## src/hw/rtl/iss_pkg.sv

```systemverilog
`timescale 1ns / 1ps
// Shared types and constants for the indexed sequential search block.
// No dependencies; imported by every module of the block.
package iss_pkg;

   localparam int VALUE_W          = 32;
   localparam int CSR_IDX_W        = 2;
   localparam int CSR_DATA_W       = 11;
   localparam int POS_W            = 10;
   localparam int DEF_ARRAY_DEPTH  = 1024;
   localparam int DEF_INDEX_DEPTH  = 64;
   localparam int QUEUE_DEPTH      = 2;

   localparam logic [CSR_IDX_W-1:0]  CSR_USED_LENGTH  = 2'd0;
   localparam logic [CSR_IDX_W-1:0]  CSR_INDEX_STRIDE = 2'd1;
   localparam logic [CSR_DATA_W-1:0] RESET_USED_LENGTH  = 11'd1;
   localparam logic [CSR_DATA_W-1:0] RESET_INDEX_STRIDE = 11'd16;

   localparam logic CMD_LOAD   = 1'b0;
   localparam logic CMD_SEARCH = 1'b1;

   typedef enum logic {
      OP_WRITE,
      OP_SEARCH
   } op_type;

   typedef struct packed {
      op_type op;
      logic   mark_index;
   } entry_ctrl_type;

   typedef enum logic [2:0] {
      S_IDLE,
      S_FIRST,
      S_LAST,
      S_IDX,
      S_SEG,
      S_DONE
   } search_state_type;

endpackage

```

## src/hw/rtl/iss_front.sv

```systemverilog
`timescale 1ns / 1ps
// Front end: accepts requests, tracks load pointer and index bookkeeping,
// and issues write or search entries to the queue. Uses iss_pkg.
module iss_front import iss_pkg::*; #(
   parameter int ARRAY_DEPTH = DEF_ARRAY_DEPTH,
   parameter int INDEX_DEPTH = DEF_INDEX_DEPTH,
   localparam int LEN_W = $clog2(ARRAY_DEPTH + 1),
   localparam int AW    = $clog2(ARRAY_DEPTH),
   localparam int ICW   = $clog2(INDEX_DEPTH + 1)
) (
   input  logic                      clock,
   input  logic                      reset,
   input  logic                      req_valid,
   output logic                      req_ready,
   input  logic                      req_command,
   input  logic signed [VALUE_W-1:0] req_item_value,
   input  logic [LEN_W-1:0]          eff_len,
   input  logic [LEN_W-1:0]          eff_stride,
   output logic                      push_valid,
   input  logic                      push_ready,
   output entry_ctrl_type            push_ctrl,
   output logic [AW-1:0]             push_addr,
   output logic [ICW-1:0]            push_slot,
   output logic [VALUE_W-1:0]        push_value
);

   logic [LEN_W-1:0] load_ptr_ff, load_ptr_in;
   logic [LEN_W-1:0] stride_cnt_ff, stride_cnt_in;
   logic [ICW-1:0]   index_cnt_ff, index_cnt_in;
   logic             searched_ff, searched_in;

   logic [LEN_W-1:0] base_ptr;
   logic [LEN_W-1:0] base_sc;
   logic [LEN_W-1:0] next_sc;
   logic [ICW-1:0]   base_ic;
   logic             in_range;
   logic             mark;
   logic             accept;
   logic             is_search;

   assign is_search = (req_command == CMD_SEARCH);
   assign base_ptr  = searched_ff ? '0 : load_ptr_ff;
   assign base_sc   = searched_ff ? '0 : stride_cnt_ff;
   assign base_ic   = searched_ff ? '0 : index_cnt_ff;
   assign in_range  = (base_ptr < eff_len);
   assign mark      = (base_sc == '0) && (base_ic < ICW'(INDEX_DEPTH));
   assign next_sc   = base_sc + LEN_W'(1);

   assign req_ready  = push_ready;
   assign accept     = req_valid && push_ready;
   assign push_valid = req_valid && (is_search || in_range);

   assign push_ctrl.op         = is_search ? OP_SEARCH : OP_WRITE;
   assign push_ctrl.mark_index = mark;
   assign push_addr            = base_ptr[AW-1:0];
   assign push_slot            = is_search ? index_cnt_ff : base_ic;
   assign push_value           = req_item_value;

   always_comb begin
      load_ptr_in   = load_ptr_ff;
      stride_cnt_in = stride_cnt_ff;
      index_cnt_in  = index_cnt_ff;
      searched_in   = searched_ff;
      if (accept) begin
         if (is_search) begin
            searched_in = 1'b1;
         end else begin
            searched_in   = 1'b0;
            load_ptr_in   = base_ptr;
            stride_cnt_in = base_sc;
            index_cnt_in  = base_ic;
            if (in_range) begin
               load_ptr_in   = base_ptr + LEN_W'(1);
               stride_cnt_in = (next_sc >= eff_stride) ? '0 : next_sc;
               if (mark) begin
                  index_cnt_in = base_ic + ICW'(1);
               end
            end
         end
      end
   end

   always_ff @(posedge clock) begin
      if (reset) begin
         load_ptr_ff   <= '0;
         stride_cnt_ff <= '0;
         index_cnt_ff  <= '0;
         searched_ff   <= 1'b0;
      end else begin
         load_ptr_ff   <= load_ptr_in;
         stride_cnt_ff <= stride_cnt_in;
         index_cnt_ff  <= index_cnt_in;
         searched_ff   <= searched_in;
      end
   end

endmodule

```

## config.mk

```make
export PLATFORM = sky130hd
export DESIGN_NAME = iss_front
export DESIGN_NICKNAME = d
export VERILOG_FILES = /design/src/hw/rtl/iss_pkg.sv /design/src/hw/rtl/iss_front.sv
export SDC_FILE = /design/constraint.sdc
export NUM_CORES = 1
export LEC_CHECK = 0
export ABC_AREA = 1
export BUFFER_PORTS_ARGS = -buffer_cell sky130_fd_sc_hd__buf_2
export CORE_MARGIN = 1.5
export CORE_UTILIZATION = 35
export CTS_CLUSTER_DIAMETER = 120
export CTS_CLUSTER_SIZE = 14
export DETAILED_ROUTE_END_ITERATION = 6
export SETUP_SLACK_MARGIN = 0.4
export SLEW_MARGIN = 20
export SYNTH_ARGS = -nofsm -noshare
export SYNTH_HDL_FRONTEND = slang
export SYNTH_SLANG_ARGS = --single-unit
```

## constraint.sdc

```tcl
create_clock -name clock -period 2.47 [get_ports clock]
set_input_delay 0.247 -clock clock [delete_from_list [all_inputs] [get_ports clock]]
set_output_delay 0.247 -clock clock [all_outputs]
set_load 0.02 [all_outputs]
```

==> impl_metrics.py <==
metrics = {
    "outcome": {
        "outcome": "complete, but fails checks",
        "failed_checks": "negative setup slack",
    },
    "sta": {
        "hold_viol_final": 0,
        "fin_ws_ns": -0.03616,
        "clock_skew_ns": 0.005977,
        "drv_slew": 0,
        "worst_pin_slew_ns": 0.6855,
        "setup_viol": 8,
        "fmax_ghz": 0.3990,
        "slew_headroom": 0.5425,
        "fin_crit_ns": 2.506,
        "min_period_over_period": 1.015,
        "rsz0062_at_grt": "yes",
    },
    "critical_path": {
        "start_kind": "flop",
        "cpMostUsedCell": "nor2_4",
        "critical_path_buf_inv_count": 3,
        "critPathRequiredTime_ns": 2.66,
        "critPathMaxFanout": 7,
        "cp-end-kind": "flop",
        "cp_cell_sequence": "buf_12 > nor2_4 > ha_4 > inv_2 > nor2_4 > nand3_2 > xor2_2 > ha_1 > nand2_2 > nor2_4 > nand2_2 > a21oi_4 > nor2_4 > buf_6 > nand2_2 > nand2_1 > nand2_1 > nand2_1",
        "max_stage_delay_ns": 0.33,
        "crit_type": "reg2reg",
        "arrival_ns": 2.69,
        "slowest_stage": "dfxtp_2",
        "path_delay_family": "simple AND/OR/NAND/NOR gates",
    },
    "grt": {
        "gr-total-overflow": 0,
        "grt_usage": 0.1867,
        "first_global_vias": 3010,
        "antenna_found_initial": 0,
        "grt_start_max_net_pins": 30,
        "grt_pass1_wl_um": 13590,
    },
    "synth": {
        "synth_top_cell_area_share": 0.1975,
        "ys_seq_area_frac": 0.1975,
        "syn_area_um2": 3040,
        "syn_inst": 503,
        "synthTopCellsByCount": "122 x nand2_1, 80 x inv_1, 68 x nor2_1",
        "synth_edf_count": 0,
        "synth_flop_cell": "dfxtp_1",
        "yosys.area.top_type": "dfxtp_1",
        "synth_cell_types": 31,
        "syn_avg_cell_area_um2": 6.045,
        "yosys-top-cells-area": "dfxtp_1 20%, nand2_1 15%, ha_1 10%, inv_1 9.9%, buf_4 8.9%",
        "async_flop_share": 0,
        "synth_nets": 587,
        "yosysMostFrequentCell": "nand2_1",
        "synth-seq-cells": 30,
        "synth_warnings": 0,
    },
    "die": {
        "die-area_um2": 9255,
        "boundaryPins": 112,
        "rows": 33,
        "design.core.area_um2": 8299,
        "chipHeight_um": 96.21,
        "fp.dieW_um": 96.21,
        "start_util": 0.3664,
    },
    "min_path": {
        "hold_path.class": "in2reg",
    },
    "routing": {
        "vias_per_cell": 4.979,
        "wirelength_um": 8715,
        "drc": 0,
        "first_pass_iters": 4,
        "drtIter0Drc": 156,
        "vias": 3266,
        "wl_per_cell_um": 13.29,
        "ant_nets": 0,
    },
    "placed_design": {
        "io_buffers": 47,
        "pre_cts_ws_ns": -0.07418,
        "place.gp.congestion": 0.8625,
        "post_dp_cell_area_um2": 3312,
        "hpwl_um": 5962,
    },
    "power": {
        "power.switching_mw": 0.4322,
        "power.internal_mw": 0.8779,
        "clkPwrFrac": 0.325,
        "switching_share": 0.3299,
        "pwr_density_cell_nw_per_um2": 317.1,
        "pwr-share-seq": 0.385,
        "p_leak_nw": 2.028,
        "max-vdd-ir-drop_uv": 184.2,
        "p_comb_frac": 0.290,
    },
    "final_layout": {
        "nets": 634,
        "insertedDiodeCount": 0,
        "areaGrowthSynthToFinish_pct": 35.88,
        "design_area_um2": 4131,
        "drive_gt1_frac": 0.3739,
    },
    "cts": {
        "cts_htree_levels": 2,
        "insertion_delay_ns": 0.28,
        "holdBufCountCts": 0,
        "cts.clk_slew.worst_paths_ns": 0.07,
        "cts_root_buf": "clkbuf_8",
        "cts_tree": "built",
        "clock_sinks": 30,
        "numCtsBuffers": 5,
        "clk_path_buf_depth": 2,
    },
    "flow_run": {
        "drv_cap": 0,
    },
}
## registers in the layout (all words and copies together) (netlist names)
register,cells
index_cnt_ff,7
load_ptr_ff,11
searched_ff,1
stride_cnt_ff,11
## final timing paths
| path | endpoint | slack, ns | cells past startpoint | start |
|---|---|---|---|---|
| setup reg to reg | stride_cnt_ff[0]$_SDFFE_PP0P_ | -0.04 | 18 | searched_ff$_SDFFE_PP0P_ |
| hold reg to reg | stride_cnt_ff[0]$_SDFFE_PP0P_ | 0.45 | 2 | stride_cnt_ff[0]$_SDFFE_PP0P_ |
| hold / removal | searched_ff$_SDFFE_PP0P_ | 0.25 | 3 | push_ready |
| setup / recovery | stride_cnt_ff[0]$_SDFFE_PP0P_ | -0.04 | 18 | searched_ff$_SDFFE_PP0P_ |
## cell families (layout without fill, tap and decap cells)
group / after synthesis / in the layout / share of synthesized area
xor+xnor: 8 / 8 / 0.02305
simple gates: 250 / 251 / 0.3580
buf+inv: 132 / 179 / 0.2185
compound gates: 58 / 58 / 0.1000
flops: 30 / 30 / 0.1975
fa+ha+maj: 25 / 25 / 0.1029
## stage by stage
step / instances / TNS [ns] / util / hold WS, ns / power [mW]
after floorplan: 503 / 0 / - / 0.4083 / 0.7978
after global placement: 623 / -0.02828 / 0.3991 / 0.4407 / 0.7937
after detailed placement: 623 / -0.4944 / 0.3991 / 0.4470 / 0.7988
after CTS: 650 / 0 / 0.4573 / 0.2510 / 1.273
after global routing: 656 / -2.130 / 0.4978 / 0.2768 / 1.379
final: 656 / -0.08481 / 0.4978 / 0.2519 / 1.310
## per-layer routing
metal  vias to the layer above  wire length, um  track usage
met5                         -                0            0
met2                       118             4119       0.3099
met4                         0              141      0.05882
li1                       1641                -            -
met3                        19              580      0.03002
met1                      1488             3874       0.2454
## power by group through the flow
stage / clock network [mW] / registers [mW] / logic (mW)
final: 0.426 / 0.505 / 0.379
after global routing: 0.456 / 0.506 / 0.417
after CTS: 0.435 / 0.504 / 0.333
after detailed placement: 0 / 0.515 / 0.284
after global placement: 0 / 0.515 / 0.279
after floorplan: 0 / 0.514 / 0.284
## cells in the final DEF, fill, tap and decap left out, types with 11 or more instances in the layout
master / count
nand2_1: 95
inv_1: 76
nor2_1: 46
buf_2: 45
dfxtp_1: 29
buf_4: 27
nand2_2: 24
nand3_1: 23
a21oi_1: 19
nor2_4: 17
ha_1: 17
nand4_1: 13
nand3_2: 11
a21oi_2: 11
o21ai_0: 11
## layout make-up
type	count	area (um2)
Fill cell	803	4168
Multi-Input combinational cell	342	2290
Timing Repair Buffer	89	694.4
Sequential cell	30	601.8
Inverter	82	322.8
Tap cell	105	131.4
Clock buffer	7	86.33
Clock inverter	1	5.005
## timing repair
| action | CTS | global route |
|---|---|---|
| resized for setup | 54 | 75 |
| pin swaps | 19 | 34 |
| setup endpoints to repair | 38 | 31 |
| setup buffers | 15 | 6 |
| cloned | 4 | 0 |
## worst min-delay path, cell delays in order
cell and delay [ns]:
buf_2 0.10, nand2_1 0.09, a21oi_1 0.06
No activity file was read; power rests on OpenSTA's default activity.
