--- src/hw/rtl/iss_pkg.sv ---
`timescale 1ns / 1ps
// Shared types and constants for the indexed sequential search block.
// No dependencies; imported by every module of the block.
package iss_pkg;

   localparam int VALUE_W          = 32;
   localparam int CSR_IDX_W        = 2;
   localparam int CSR_DATA_W       = 11;
   localparam int POS_W            = 10;
   localparam int DEF_ARRAY_DEPTH  = 1024;
   localparam int DEF_INDEX_DEPTH  = 64;
   localparam int QUEUE_DEPTH      = 2;

   localparam logic [CSR_IDX_W-1:0]  CSR_USED_LENGTH  = 2'd0;
   localparam logic [CSR_IDX_W-1:0]  CSR_INDEX_STRIDE = 2'd1;
   localparam logic [CSR_DATA_W-1:0] RESET_USED_LENGTH  = 11'd1;
   localparam logic [CSR_DATA_W-1:0] RESET_INDEX_STRIDE = 11'd16;

   localparam logic CMD_LOAD   = 1'b0;
   localparam logic CMD_SEARCH = 1'b1;

   typedef enum logic {
      OP_WRITE,
      OP_SEARCH
   } op_type;

   typedef struct packed {
      op_type op;
      logic   mark_index;
   } entry_ctrl_type;

   typedef enum logic [2:0] {
      S_IDLE,
      S_FIRST,
      S_LAST,
      S_IDX,
      S_SEG,
      S_DONE
   } search_state_type;

endpackage

--- src/hw/rtl/iss_queue.sv ---
`timescale 1ns / 1ps
// Short FIFO between the front end and the search engine.
// Uses iss_pkg for the default depth.
module iss_queue import iss_pkg::*; #(
   parameter int WIDTH = 8,
   parameter int DEPTH = QUEUE_DEPTH,
   localparam int PTR_W = (DEPTH > 1) ? $clog2(DEPTH) : 1,
   localparam int CNT_W = $clog2(DEPTH + 1)
) (
   input  logic             clock,
   input  logic             reset,
   input  logic             push_valid,
   output logic             push_ready,
   input  logic [WIDTH-1:0] push_data,
   output logic             pop_valid,
   input  logic             pop_ready,
   output logic [WIDTH-1:0] pop_data
);

   logic [WIDTH-1:0] entries_ff [DEPTH];
   logic [PTR_W-1:0] wr_ptr_ff, wr_ptr_in;
   logic [PTR_W-1:0] rd_ptr_ff, rd_ptr_in;
   logic [CNT_W-1:0] count_ff, count_in;
   logic             do_push;
   logic             do_pop;

   assign push_ready = (count_ff != CNT_W'(DEPTH));
   assign pop_valid  = (count_ff != '0);
   assign pop_data   = entries_ff[rd_ptr_ff];
   assign do_push    = push_valid && push_ready;
   assign do_pop     = pop_valid && pop_ready;

   always_comb begin
      wr_ptr_in = wr_ptr_ff;
      rd_ptr_in = rd_ptr_ff;
      count_in  = count_ff;
      if (do_push) begin
         wr_ptr_in = (wr_ptr_ff == PTR_W'(DEPTH - 1)) ? '0 : wr_ptr_ff + PTR_W'(1);
      end
      if (do_pop) begin
         rd_ptr_in = (rd_ptr_ff == PTR_W'(DEPTH - 1)) ? '0 : rd_ptr_ff + PTR_W'(1);
      end
      case ({do_push, do_pop})
         2'b10:   count_in = count_ff + CNT_W'(1);
         2'b01:   count_in = count_ff - CNT_W'(1);
         default: count_in = count_ff;
      endcase
   end

   always_ff @(posedge clock) begin
      if (reset) begin
         wr_ptr_ff <= '0;
         rd_ptr_ff <= '0;
         count_ff  <= '0;
      end else begin
         wr_ptr_ff <= wr_ptr_in;
         rd_ptr_ff <= rd_ptr_in;
         count_ff  <= count_in;
      end
   end

   always_ff @(posedge clock) begin
      if (do_push) begin
         entries_ff[wr_ptr_ff] <= push_data;
      end
   end

endmodule

--- config.mk ---
export PLATFORM = sky130hd
export DESIGN_NAME = iss_queue
export DESIGN_NICKNAME = d
export VERILOG_FILES = /design/src/hw/rtl/iss_pkg.sv /design/src/hw/rtl/iss_queue.sv
export SDC_FILE = /design/constraint.sdc
export NUM_CORES = 1
export LEC_CHECK = 0
export BUFFER_PORTS_ARGS = -buffer_cell sky130_fd_sc_hd__buf_2
export CAP_MARGIN = 20
export CORE_UTILIZATION = 40
export DETAILED_ROUTE_END_ITERATION = 8
export MAX_ROUTING_LAYER = met4
export PLACE_DENSITY = 0.75
export SYNTH_ARGS = -nofsm -noshare
export SYNTH_HDL_FRONTEND = slang
export SYNTH_SLANG_ARGS = --single-unit
--- constraint.sdc ---
create_clock -name clock -period 1.6 [get_ports clock]
set_input_delay 0.4 -clock clock [delete_from_list [all_inputs] [get_ports clock]]
set_output_delay 0.4 -clock clock [all_outputs]
set_load 0.05 [all_outputs]
==> impl_metrics.csv, run 1 <==
group,metric,value,unit
sta,fmax,620.2,MHz
clock_tree,numClockSinks,21,
synth,synth_edf_count,16,
sta,min_period,1612,ps
power_and_ir_drop,internal_power,1.198,mW
sta,holdWs,300.6,ps
grt,top_usage_layer,"met2",
setup_path,r2r_cells,4,
synth,syn-num-nets,62,
power_and_ir_drop,leakagePower,0.4233,nW
drt,vias,465,
final_layout,final_cell_count_no_fill,98,
worst_hold_path,hold_path.startpoint,"push_data[6]",
clock_tree,cts_buffer_depth,2,
clock_tree,post_cts_buffers,0,
place,io_buffers,21,
die,io_pins,22,
setup_path,path_max_fanout,8,
drt,detail_route.wirelength,1119,µm
grt,grt.overflow.total,0,
die,core,1802,µm²
sta,rsz0062_at_grt,"true",
sta,skew,0.7782,ps
drt,drc,0,
synth,synthCells,49,
drt,firstDrtPassIters,3,
synth,synth-main-ff-cell,"edfxtp_1",
grt,use_met1,12.59,%
setup_path,crit_type,"flop to output pin",
place,place_congestion,0.6481,
run,cap_viol_max_count,0,
die,die_w,46.67,µm
synth,ys_seq_elements,21,
clock_tree,cts_inserted_buffers,3,
drt,vias_per_cell,4.745,
final_layout,nets,87,
status,violations,"negative setup slack",
status,status,"finished with violations",
grt,antenna_found_initial,0,
final_layout,regArea,586.8,µm²
grt,grt_max_degree,12,
sta,finalHoldViolations,0,
final_layout,area_growth,31.51,%
sta,layout_setup_ws,-12.35,ps
final_layout,antenna_cells,0,
grt,grt_pass1_wl,1683,µm
power_and_ir_drop,powerDensity,1867,nW/µm²
clock_tree,clk_latency,280,ps
die,rows,15,
place,placedCellCount,94,
sta,setup_viol,8,
clock_tree,cts-root-buf,"clkbuf_4",
setup_path,cp_data_arrival_time,1210,ps
grt,gr-usage-met2,20.28,%
power_and_ir_drop,switchingPower,761.8,µW
grt,use_met3,3.529,%
setup_path,critPathSlowestCell,"dfxtp_4",
sta,fin_crit_sh,100.8,%
sta,drv_slew,0,
synth,yosysSeqAreaShare,72.73,%
die,die_height,46.67,µm
place,placedInstanceArea,937.1,µm²
clock_tree,cts_resized,18,
grt,grt_pass1_vias,432,
final_layout,fill_cells,160,
sta,worst_pin_slew,373.8,ps
final_layout,finalInstanceArea,1050,µm²
die,die_area,2178,µm²
power_and_ir_drop,clock_power_share,11.6,%
synth,synthesis.area,798.3,µm²
drt,wl_per_cell,11.42,µm
drt,drt_iter0_markers,5,
setup_path,slowest_delay,450,ps
clock_tree,clkTransAtPathRegs,100,ps
synth,ys_warn_count,0,
setup_path,r2r_start,"count_ff[1]",
sta,slew_headroom,75.08,%
grt,track_usage,11.88,%
setup_path,cp-end-kind,"output pin",
power_and_ir_drop,power,1.959,mW
setup_path,crit_chain,"mux2_4 > buf_6",
drt,ant_nets,0,
die,start_util,44.31,%
worst_hold_path,worstHoldPathType,"input port to flop",
synth,yosysUniqueCellTypes,19,
clock_tree,cts_hold_buf,0,
synth,ys_async_sr_fraction,0,%
power_and_ir_drop,irDropWorstVdd,1.303,mV
clock_tree,htree_levels,1,
power_and_ir_drop,pwr-share-comb,47.1,%
clock_tree,cts_tree,"yes",
worst_hold_path,min_path_cells,1,
power_and_ir_drop,switching_share,38.88,%
power_and_ir_drop,power_frac_seq,41.4,%
setup_path,required,1200,ps
synth,syn_avg_cell_area,16.29,µm²
setup_path,start_kind,"flop",
final_layout,drive_gt1_share,52.05,%
final_layout,multi_input_area,246.5,µm²
==> metal layers <==
metal	vias up	part of all wire, %
met1	218	45
met4	0	0
li1	231	-
met2	16	51
met3	0	4.0
met5	-	0
==> logic make-up (layout without fill, tap and decap cells) <==
group,count (synthesis),after routing,synth area share (%)
flip-flops,21,21,72.73
AND/OR/NAND/NOR,9,9,5.958
multiplexers,8,8,11.29
AO/OA/AOI/OAI,5,5,4.075
XOR/XNOR,3,3,3.292
buffers and inverters,2,26,1.096
adder cells (fa/ha/maj),1,1,1.567
==> state kept, by name, summed over array words and instances (netlist names), named ones only <==
register	flops
entries_ff	16
count_ff	2
rd_ptr_ff	1
wr_ptr_ff	1
==> metrics by stage <==
step	util [%]	worst slack, ps	setup TNS (ps)
4_1_cts	56.46	-28.58	-189.7
2_1_floorplan	-	59.45	0
3_3_place_gp	52.01	101.2	0
3_5_place_dp	52.01	82.59	0
5_1_grt	58.26	-59.85	-448.5
6_report	58.26	-12.35	-45.32
==> critical path, delay by kind of cell (launching register included) <==
kind,cells,cell delay (ps)
flops,1,450
mux,1,330
buf+inv,1,150
==> layout make-up <==
cell class,count,area share (%)
tap,25,2.980
timing repair buffer,21,14.78
multi-input combinational,26,23.48
inverter,1,0.3576
sequential,21,55.90
clock buffer,4,2.503
==> placed cells by master, fill, tap and decap left out <==
| cell type | instances |
|---|---|
| edfxtp_1 | 16 |
| buf_2 | 13 |
| mux2_4 | 8 |
| buf_6 | 8 |
| nor2_1 | 3 |
| clkbuf_4 | 3 |
| a21oi_1 | 2 |
| xnor2_1 | 2 |
| dfxtp_2 | 2 |
| dfxtp_1 | 2 |
| o21a_1 | 1 |
| nand2b_4 | 1 |
| nand2_1 | 1 |
| or2_2 | 1 |
| and3_1 | 1 |
| nand3b_1 | 1 |
| inv_1 | 1 |
| xor2_1 | 1 |
| a21bo_2 | 1 |
| o21ai_0 | 1 |
| or3_1 | 1 |
| ha_1 | 1 |
| dfxtp_4 | 1 |
| clkbuf_1 | 1 |
==> cells in the mapped netlist, drive strengths merged (2+ instances only) <==
master  instances  area share (%)
a21oi           2             1.3
nor2            3             1.4
edfxtp         16              60
xnor2           2             2.2
dfxtp           5              13
mux2            8              11
==> worst paths after layout <==
check	end	slack [ps]
worst min-delay path	entries_ff[0][6]	300
worst max register to register	count_ff[1]	130
worst max-delay path	pop_data[0]	-10
worst min register to register	count_ff[1]	530
==> power groups by stage <==
stage / Combinational (mW) / Sequential, mW / Clock [mW]
2_1_floorplan: 0.677 / 0.756 / 0
3_3_place_gp: 0.772 / 0.793 / 0
3_5_place_dp: 0.780 / 0.797 / 0
4_1_cts: 0.885 / 0.793 / 0.235
5_1_grt: 0.981 / 0.827 / 0.264
6_report: 0.923 / 0.810 / 0.226
Power figures use the tool's default switching activity.
==> run 2, diff against run 1 <==
- ABC_AREA: default -> 1
- GPL_ROUTABILITY_DRIVEN: default -> 1
- PLACE_DENSITY: 0.75 -> 0.74
==> run 2 against run 1 <==
Against the previous run:
- cell count increased by 19%
- count of clock-buffer cells in the layout unchanged
- largest cell class unchanged
- the run still ends with negative setup slack left
- hold slack got worse by 11 ps
==> impl_metrics.csv, run 2 <==
group,metric,value,unit
clock_tree,cts-root-buf,"clkbuf_4",
drt,detail_route.wirelength,1300,µm
drt,drc,0,
synth,synth-main-ff-cell,"edfxtp_1",
status,violations,"negative setup slack",
sta,fin_crit_sh,102.4,%
drt,ant_nets,0,
setup_path,slowest_delay,360,ps
setup_path,cp_data_arrival_time,1240,ps
sta,drv_slew,0,
final_layout,antenna_cells,0,
sta,rsz0062_at_grt,"true",
synth,synthCells,63,
final_layout,fill_cells,183,
synth,yosysSeqAreaShare,65.82,%
sta,skew,3.629,ps
final_layout,layout_commonest_cell,"edfxtp_1",
synth,yosysUniqueCellTypes,18,
final_layout,largest_register,"entries_ff",
synth,syn_avg_cell_area,14.00,µm²
status,status,"finished with violations",
power_and_ir_drop,leakagePower,0.4830,nW
synth,synth_common_cells,"edfxtp_1 (16), nor2_1 (9), dfxtp_1 (5), inv_1 (5), mux2_4 (5)",
setup_path,crit_family,"flip-flops",
drt,vias_per_cell,4.641,
sta,finalHoldViolations,0,
setup_path,cp-end-kind,"output pin",
setup_path,required,1200,ps
clock_tree,cts_hold_buf,0,
sta,fmax,610.5,MHz
sta,worst_pin_slew,248.8,ps
grt,track_usage,12.93,%
die,start_util,43.63,%
drt,firstDrtPassIters,4,
setup_path,regToRegEndpoint,"count_ff[1]",
place,place_congestion,0.7038,
synth,syn-num-nets,76,
final_layout,reg_top3,"entries_ff: 16 flops, count_ff: 2 flops",
synth,ys_async_sr_fraction,0,%
worst_hold_path,hold_path_end,"entries_ff[0][1]",
clock_tree,clkTransAtPathRegs,110,ps
clock_tree,cts_tree,"yes",
sta,holdWs,289.2,ps
final_layout,regArea,581.8,µm²
place,dp_slack,196.1,ps
clock_tree,numClockSinks,21,
sta,layout_setup_ws,-38.01,ps
final_layout,drive_gt1_share,51.11,%
sta,slew_headroom,83.53,%
place,placedInstanceArea,1045,µm²
final_layout,largest_reg_flops,16,
clock_tree,clk_latency,290,ps
setup_path,r2r_start,"count_ff[0]",
synth,synth_edf_count,16,
synth,netlist.area_leader.share,54.47,%
clock_tree,htree_levels,1,
grt,grt_pass1_wl,2235,µm
setup_path,r2r_setup_slack,220,ps
setup_path,crit_type,"flop to output pin",
drt,vias,543,
die,die_height,48.96,µm
setup_path,cp_num_buf_inv,2,
synth,ys_warn_count,0,
die,io_pins,22,
clock_tree,post_cts_buffers,0,
final_layout,mostFrequentLayoutCells,"edfxtp_1 (16), buf_2 (12), nor2_1 (9), mux2_4 (8)",
synth,ys_seq_elements,21,
sta,setup_viol,8,
worst_hold_path,hold_path.startpoint,"push_data[1]",
die,rows,16,
grt,grt_max_degree,12,
grt,grt_pass1_vias,544,
die,core,2022,µm²
die,die_w,48.96,µm
run,cap_viol_max_count,0,
power_and_ir_drop,irDropWorstVdd,0.8151,mV
final_layout,final_util,56.75,%
worst_hold_path,min_path_cells,1,
clock_tree,cts_buffer_depth,2,
grt,antenna_found_initial,0,
power_and_ir_drop,powerDensity,1465,nW/µm²
sta,fin_tns_setup,-277.0,ps
setup_path,start_kind,"flop",
die,die_area,2397,µm²
setup_path,crit_chain,"buf_12 > mux2_4 > buf_8",
place,io_buffers,21,
clock_tree,cts_inserted_buffers,3,
drt,wl_per_cell,11.11,µm
grt,grt.overflow.total,0,
final_layout,area_growth,30.07,%
synth,synthTopCellsByArea,"edfxtp_1 (54%), dfxtp_1 (11%), mux2_4 (8.5%)",
synth,yosysMostFrequentCell,"edfxtp_1",
setup_path,r2r_cells,10,
final_layout,finalInstanceArea,1147,µm²
final_layout,nets,104,
setup_path,critPathSlowestCell,"dfxtp_2",
synth,synthesis.area,882.1,µm²
synth,synth_top_area_cell,"edfxtp_1",
worst_hold_path,worstHoldPathType,"input port to flop",
drt,drt_iter0_markers,5,
place,hpwl,979,µm
sta,min_period,1638,ps
setup_path,path_max_fanout,8,
final_layout,multi_input_area,266.5,µm²
run 2: layout make-up:
class,instances,share of cell area (%)
clock buffer,4,2.290
inverter,8,3.053
multi-input combinational,33,23.23
sequential,21,50.71
tap,27,2.944
timing repair buffer,24,17.78
run 2: per-stage QoR:
stage	instances	total power, mW
after detailed placement	113	1.360
after floorplan	63	1.224
final	117	1.681
after global routing	117	1.774
after global placement	113	1.342
after CTS	117	1.694
run 2: kinds of logic (layout without fill, tap and decap cells):
kind of cell	after synthesis	in the layout	share of synthesized area, %
flops	21	21	65.82
simple gates	19	19	11.49
buf+inv	9	36	5.249
mux	8	8	12.34
compound gates	5	5	3.688
fa+ha+maj	1	1	1.418
run 2: repair_timing:
action | CTS | global route
resized for setup | 23 | 1
endpoints found under the setup margin | 8 | 9
pin swaps | 0 | 0
run 2: worst max path at each step:
stage	cells past startpoint	endpoint	slack (ps)	from
6_report	3	pop_data[2]	-40	flop
5_1_grt	3	pop_data[5]	-90	flop
3_3_place_gp	3	pop_data[2]	200	flop
4_1_cts	3	pop_data[2]	-50	flop
3_5_place_dp	3	pop_data[2]	200	flop
2_1_floorplan	4	entries_ff[1][0]	90	count_ff[0]
run 2: worst register-to-register path, cell delays in order (launching register included):
cell and delay (ps):
dfxtp_1 350, inv_2 120, nand2_4 70, nand2_4 80, clkinv_4 50, ha_1 310
inv_1 80, nand2_1 50, nor2_1 90, nor2_1 50, nor2_1 90
run 2: routing by layer:
metal	vias up	wire, µm	global-route usage [%]
met5	-	0	-
met4	0	19	7.353
met3	2	63	3.427
met2	15	664	20.60
met1	256	552	14.69
li1	270	-	-
run 2: where the power goes:
part           switching [mW]  total, mW  internal (mW)
registers              0.0381      0.707          0.669
logic                   0.439      0.730          0.292
clock network           0.146      0.243         0.0968
total                   0.623       1.68           1.06
==> run 3, diff against run 2 <==
- HOLD_SLACK_MARGIN: default -> 0.15
- MAX_ROUTING_LAYER: met4 -> default
==> run 3 against run 2 <==
Against the previous run:
- the run still ends with negative setup slack left
- sequential cell count unchanged
- sequential share of layout area unchanged
- non-clock buffer count unchanged
- count of clock-buffer cells in the layout unchanged
- worst setup slack about the same
- first-iteration DRC count unchanged
- via count unchanged
- combinational power about the same
- cell count unchanged
- die area unchanged
- routed wire length unchanged
==> impl_metrics.csv, run 3 (same netlist as run 2, synthesis figures left out) <==
group,metric,value,unit
die,io_pins,22,
final_layout,finalInstanceArea,1147,µm²
clock_tree,cts_buffer_depth,2,
setup_path,path_max_fanout,8,
sta,setup_viol,8,
clock_tree,clk_latency,290,ps
clock_tree,clkTransAtPathRegs,110,ps
final_layout,final_util,56.75,%
grt,grt.overflow.total,0,
drt,top_layer,"met4",
place,io_buffers,21,
place,hpwl,979,µm
sta,layout_setup_ws,-37.99,ps
sta,min_period,1638,ps
final_layout,nets,104,
worst_hold_path,worstHoldPathType,"input port to flop",
drt,firstDrtPassIters,4,
drt,drc,0,
drt,detail_route.wirelength,1300,µm
sta,holdWs,289.2,ps
power_and_ir_drop,leakagePower,0.4830,nW
die,die_area,2397,µm²
setup_path,required,1200,ps
drt,ant_nets,0,
power_and_ir_drop,irDropWorstVdd,0.8151,mV
drt,wl_met1,552,µm
run,cap_viol_max_count,0,
clock_tree,cts_tree,"yes",
drt,vias_per_cell,4.641,
final_layout,largest_reg_flops,16,
sta,fmax,610.5,MHz
grt,grt_max_degree,12,
clock_tree,cts_inserted_buffers,3,
die,core,2022,µm²
power_and_ir_drop,powerDensity,1465,nW/µm²
clock_tree,htree_levels,1,
place,placedInstanceArea,1045,µm²
place,place_congestion,0.6962,
sta,slew_headroom,83.53,%
final_layout,area_growth,30.07,%
final_layout,drive_gt1_share,51.11,%
drt,wl_per_cell,11.11,µm
grt,grt_pass1_wl,2242,µm
sta,fin_crit_sh,102.4,%
die,start_util,43.63,%
final_layout,fill_cells,183,
clock_tree,numClockSinks,21,
sta,skew,3.600,ps
setup_path,cp_data_arrival_time,1240,ps
die,rows,16,
final_layout,mostFrequentLayoutCells,"edfxtp_1 (16), buf_2 (12), nor2_1 (9), mux2_4 (8)",
setup_path,cp-end-kind,"output pin",
final_layout,layout_commonest_cell,"edfxtp_1",
drt,wl_met2,664,µm
sta,rsz0062_at_grt,"true",
status,violations,"negative setup slack",
clock_tree,post_cts_buffers,0,
die,die_height,48.96,µm
grt,track_usage,12.57,%
place,dp_slack,196.1,ps
sta,worst_pin_slew,248.7,ps
die,die_w,48.96,µm
drt,drt_iter0_markers,5,
drt,dr_wl_met3,63,µm
sta,finalHoldViolations,0,
setup_path,start_kind,"flop",
status,status,"finished with violations",
sta,drv_slew,0,
setup_path,crit_type,"flop to output pin",
final_layout,antenna_cells,0,
grt,antenna_found_initial,0,
final_layout,reg_top3,"entries_ff: 16 flops, count_ff: 2 flops",
clock_tree,cts-root-buf,"clkbuf_4",
drt,vias,543,
final_layout,largest_register,"entries_ff",
grt,grt_pass1_vias,544,
run 3: cell counts in the layout (fill, tap and decap cells not counted):
No cell type changed its count.
run 3: final cells by class:
cell class	count	area, µm²	area share (%)
Inverter	8	35.03	3.053
Multi-Input combinational cell	33	266.5	23.23
Tap cell	27	33.78	2.944
Sequential cell	21	581.8	50.71
Clock buffer	4	26.28	2.290
Timing Repair Buffer	24	203.9	17.78
run 3: metrics by stage:
step,total power [mW],instances,TNS [ps]
2_1_floorplan,1.224,63,0
3_3_place_gp,1.342,113,0
3_5_place_dp,1.360,113,0
4_1_cts,1.694,117,-362.9
5_1_grt,1.774,117,-669.8
6_report,1.681,117,-276.8
run 3: worst paths after layout:
kind                startpoint               end  slack [ps]  cells past startpoint
setup / recovery          flop       pop_data[2]         -40                      3
hold / removal    push_data[1]  entries_ff[0][1]         290                      1
setup reg to reg   count_ff[0]       count_ff[1]         220                     10
hold reg to reg      wr_ptr_ff         wr_ptr_ff         520                      2
run 3: repair_timing:
action,CTS,global route
resized for setup,23,1
hold buffers,0,0
endpoints found under the setup margin,8,9
endpoints found under the hold margin,0,0
run 3: report_power, final:
group          internal (mW)  switching (mW)
Clock                 0.0968           0.146
Sequential             0.669          0.0381
Combinational          0.292           0.438
Total                   1.06           0.623
run 3: critical path, stage by stage, from the launching register on:
cell and delay (ps):
dfxtp_2 360, buf_12 130, mux2_4 310, buf_8 150
run 3: metal layers:
layer / up-vias / GRT usage [%]
li1: 270 / -
met1: 256 / 14.69
met2: 15 / 20.60
met3: 2 / 3.427
met4: 0 / 7.353
met5: - / 0
